### src/hdl/fxa_div_cell.sv
`default_nettype none
// One restoring-division step: shifts in one numerator bit, subtracts divisor.
module fxa_div_cell #(
    parameter int unsigned NB = 40,
    parameter int unsigned DB = 32
) (
    input  wire logic          i_clk,
    input  wire logic [DB:0]   i_rem,
    input  wire logic [NB-1:0] i_num,
    input  wire logic [NB-1:0] i_quo,
    input  wire logic [DB-1:0] i_den,
    output logic      [DB:0]   o_rem,
    output logic      [NB-1:0] o_num,
    output logic      [NB-1:0] o_quo,
    output logic      [DB-1:0] o_den
);
    logic [DB+1:0] w_sh;
    logic [DB+1:0] w_diff;
    assign w_sh   = {i_rem, i_num[NB-1]};
    assign w_diff = w_sh - {2'b00, i_den};
    always_ff @(posedge i_clk) begin
        o_num <= {i_num[NB-2:0], 1'b0};
        o_den <= i_den;
        if (!w_diff[DB+1]) begin
            o_rem <= w_diff[DB:0];
            o_quo <= {i_quo[NB-2:0], 1'b1};
        end else begin
            o_rem <= w_sh[DB:0];
            o_quo <= {i_quo[NB-2:0], 1'b0};
        end
    end
endmodule
`default_nettype wire

### config.mk
export PLATFORM = sky130hd
export DESIGN_NAME = fxa_div_cell
export DESIGN_NICKNAME = d
export VERILOG_FILES = /design/src/hdl/fxa_div_cell.sv
export SDC_FILE = /design/constraint.sdc
export NUM_CORES = 1
export LEC_CHECK = 0
export BUFFER_PORTS_ARGS = -buffer_cell sky130_fd_sc_hd__buf_2
export CORE_AREA = 2 2 114 116
export CTS_CLUSTER_DIAMETER = 200
export DETAILED_ROUTE_END_ITERATION = 8
export DIE_AREA = 0 0 116 118
export PLACE_DENSITY = 0.76
export SLEW_MARGIN = 20
export SYNTH_ARGS = -nofsm -noshare
export SYNTH_HDL_FRONTEND = slang
export SYNTH_SLANG_ARGS = --single-unit
export TNS_END_PERCENT = 20
### constraint.sdc
create_clock -name i_clk -period 3.2 [get_ports i_clk]
set_input_delay 0.32 -clock i_clk [delete_from_list [all_inputs] [get_ports i_clk]]
set_output_delay 0.32 -clock i_clk [all_outputs]
set_load 0.05 [all_outputs]
**Yosys cells after proc, flatten, opt, wreduce, memory -nomap -nowiden**

Cells that the tools add are included.

- $add $sub $neg: 1
- Mux-type cells: 2

Operators with widths:

| cell | number |
|---|---|
| $sub A34 B32 Y34 | 1 |
| $mux W33 | 1 |
| $mux W1 | 1 |

- Register bits after elaboration: 144

**Longest topological paths before layout**

- Word-level depth: 2
- Gate-level depth with buffers: 13

**Least setup slack after synthesis**

Ideal clock, no wire load.

- Kind: input-to-reg
- Start point: in i_num[39]
- End point: reg o_rem[20]
- Stages on the path: 12
- Path slack: 0.481 ns
- Arrival: 2.599 ns
- Setup time: 0.121 ns
- Path buffers: 0
- Data required time: 3.079 ns
- Cells stage by stage: inv_1 > ha_1 > fa_1 > nand2b_1 > a21oi_2 > o41a_4 > nand3_1 > a211oi_1 > a41o_1 > mux2i_1 > o311ai_0 > mux2_2

- Longest elaborated chain between the ends: 2

RTL lines:

| item | line | source |
|---|---|---|
| start, declared | 9 | `input wire logic [NB-1:0] i_num,` |
| $sub A34 B32 Y34 | 20 | `assign w_diff = w_sh - {2'b00, i_den};` |
| $mux W33 | 24 | `if (!w_diff[DB+1]) begin` |
| end signal, assigned | 25 | `o_rem <= w_diff[DB:0];` |
| end signal, assigned | 28 | `o_rem <= w_sh[DB:0];` |
| end, declared | 12 | `output logic [DB:0] o_rem,` |

No other way between the ends.

**Worst setup path after layout**

- Start point: in i_den[14]
- End point: reg o_rem[5]

- Longest elaborated chain between the ends: 2

RTL lines:

| item | line | source |
|---|---|---|
| start, declared | 11 | `input wire logic [DB-1:0] i_den,` |
| $sub A34 B32 Y34 | 20 |  |
| $mux W33 | 24 |  |

No other way between the ends.

==> flow_summary_export.csv <==
group,metric,value,unit
synth,ys_ff_latch,144,
critical_path,start_kind,"primary input",
global_route,grt_antenna_before_repair,4,
sta,timing.final.ws_setup,0.156,ns
critical_path,critPathKind,"in2reg",
route,routed_via_density,4.70,
synth,netlist-cell-type-count,56,
clock_network,cts_tree,"yes",
die,chipWidth,116,um
clock_network,cts_buffers,17,
min_path,hp-start,"i_den[19]",
synth,synthArstFlopShare,0,%
critical_path,crit_path_top_delay_cell,"dlygate4sd3_1",
sta,tns,0,ns
synth,avgSynthCellArea,11.5,um2
global_route,grt_pass1_wl,25.8,mm
critical_path,cp.required,3.50,ns
layout,num-nets-final,1013,
synth,synthTopCellsByArea,"dfxtp_1 56%, ha_1 7.8%, mux2_1 4.4%",
synth,synth_nets,625,
route,ant_nets,0,
critical_path,cp_cell_sequence,"dlygate4sd3_1 > buf_2 > inv_1 > ha_1 > nand2_1 > nor2_1 > a41oi_1 > a21o_1 > nand3_1 > nand2_1 > o31a_1 > nor2_4 > buf_12 > mux2_2",
critical_path,crit_path_end_kind,"register",
synth,synthesis.area,0.00511,mm2
placement,hpwlAfterDp,12.0,mm
clock_network,cts_root_buf,"clkbuf_16",
global_route,grt_pass1_vias,4884,
synth,synth_edf_count,0,
critical_path,critical_path.max_stage_delay,0.52,ns
placement,gp_congestion,0.840,
critical_path,cpMostUsedCell,"nand2_1",
sta,slew_viol_final,0,
power_and_ir_drop,power_leakage,4.15,nW
route,drt_wl_total,17.5,mm
placement,numPortBuffers,288,
sta,layout_min_cycle_time,3.04,ns
layout,final_layout_size_suffix_gt1_share,40.8,%
sta,fmax,329,MHz
synth,synth_ff_type,"dfxtp_1",
critical_path,worstPathArrival,3.34,ns
die,initial_core_util,41.2,%
die,dieArea,0.0137,mm2
die,die_y,118,um
route,num_vias,4803,
synth,yosys_warnings,0,
critical_path,cp-endpoint,"o_rem[5]",
synth,synthMostInstantiatedCell,"dfxtp_1",
flow_run,cap_violations,0,
route,wl_per_cell,17.1,um
layout,fillers,954,
min_path,hold_class,"in2reg",
die,boundaryPins,291,
sta,rsz0062_at_grt,"false",
critical_path,timing.critical_path.from,"i_den[14]",
route,drt_iter0_drc,223,
power_and_ir_drop,peakVddDrop,0.000522,V
clock_network,path_clk_slew,0.06,ns
clock_network,clk_path_buf_depth,2,
sta,setup_viol,0,
synth,yosysTopAreaCell,"dfxtp_1",
die,rows,41,
route,dr.pass1.iters,4,
power_and_ir_drop,power_density,645,mW/mm2
critical_path,path_max_fanout,20,
sta,finalCritPeriodShare,95.1,%
clock_network,h-tree-depth,4,
outcome,status,"completed",
placement,pre_cts_slack,0.0339,ns
synth,yosys-top-cells-count,"144 x dfxtp_1, 40 x inv_1, 32 x ha_1, 21 x a21o_1",
global_route,grt_use_total,25.2,%
route,drc,0,
synth,ys_seq_area_share,56.4,%
clock_network,postCtsSetupRepairBufs,0,
die,fp.coreArea,0.0124,mm2
synth,yosysTopAreaCellShare,56.4,%
synth,syn_inst,446,
layout,synthToLayoutAreaGrowth,60.2,%
global_route,grt_overflow,0,
clock_network,clock_sinks,144,
sta,final_hold_viol_count,0,
layout,final_util,65.9,%
global_route,grt_max_degree,21,
-- registers in the layout (all words and copies together) (netlist names) --
name and flops:
o_den 32, o_num 39, o_quo 40, o_rem 33
-- metrics by stage --
step	hold slack, ns	cell area [um2]	cells	total power [mW]
5_1_grt	0.00189	8180	1021	5.49
6_report	0.0197	8180	1023	5.28
4_1_cts	0.000703	8130	1015	5.30
3_5_place_dp	0.424	6770	903	3.35
2_1_floorplan	0.348	5110	446	2.99
3_3_place_gp	0.422	6770	903	3.33
-- timing repair --
action	CTS	global route
resized for setup	0	2
hold buffers	81	3
setup endpoints to repair	0	11
endpoints found under the hold margin	81	3
-- cell families (layout without fill, tap and decap cells) --
kind of cell / after synthesis / after routing / share of synthesized area (%)
AOI/OAI and AO/OA: 91 / 91 / 13.2
DFF: 144 / 144 / 56.4
buffers and inverters: 47 / 447 / 3.77
xor gates and xnor gates: 25 / 25 / 4.29
muxes: 32 / 32 / 6.98
and+or+nand+nor: 73 / 73 / 7.08
adders and majority gates: 33 / 33 / 8.23
other: 1 / 6 / 0.0734
-- cells in the final DEF, fill, tap and decap left out, types with 3 or more instances in the layout --
master	instances
buf_2	288
dfxtp_1	144
dlygate4sd3_1	84
inv_1	40
ha_1	32
a21o_1	21
nand2_1	20
a21oi_1	20
mux2_1	20
nor2_1	17
clkbuf_16	17
xnor2_1	16
o21ai_0	11
mux2_2	9
xor2_1	9
nand3_1	7
nor3_1	6
diode_2	5
and3_1	5
nand2b_1	5
inv_6	5
nor2b_1	4
a31oi_1	4
clkinv_2	4
o21a_1	3
o31ai_1	3
mux2i_1	3
clkinv_4	3
-- where the power goes --
part / switching (mW) / total, mW / internal (mW)
Combinational: 0.962 / 1.43 / 0.464
Clock: 0.786 / 1.87 / 1.08
Sequential: 0.0387 / 1.99 / 1.95
Total: 1.79 / 5.28 / 3.50
-- layer usage --
layer	vias up	GRT usage (%)	share of wire, %
met4	0	14.1	5.0
met1	2199	28.2	40
met3	63	8.44	7.2
met5	-	0	0
met2	224	41.4	48
li1	2317	-	-
-- worst max-delay path, delay by kind of cell --
kind / cells / cell delay [ns]
buf+inv: 4 / 0.86
compound gates: 3 / 0.77
simple gates: 5 / 0.65
fa+ha+maj: 1 / 0.38
mux: 1 / 0.35
-- worst min-delay path by stage --
stage / end / slack, ns / cells past startpoint
5_1_grt: o_den[17] / 0.002 / 1
3_3_place_gp: o_num[11] / 0.42 / 1
4_1_cts: o_den[19] / 0.0007 / 1
2_1_floorplan: o_den[0] / 0.35 / 0
6_report: o_den[19] / 0.02 / 1
3_5_place_dp: o_quo[36] / 0.42 / 1
-- cell type report --
cell class | instances | area, um2 | area share [%]
flip-flops and latches | 144 | 2880 | 35.2
repair buffers | 376 | 2330 | 28.5
multi-input cells | 255 | 2040 | 24.9
clock buffers | 17 | 425 | 5.20
well taps | 172 | 215 | 2.63
inverters | 40 | 150 | 1.83
clock inverters | 14 | 131 | 1.61
diodes | 5 | 12.5 | 0.153
Note: power is estimated with default switching activity, not from simulation.
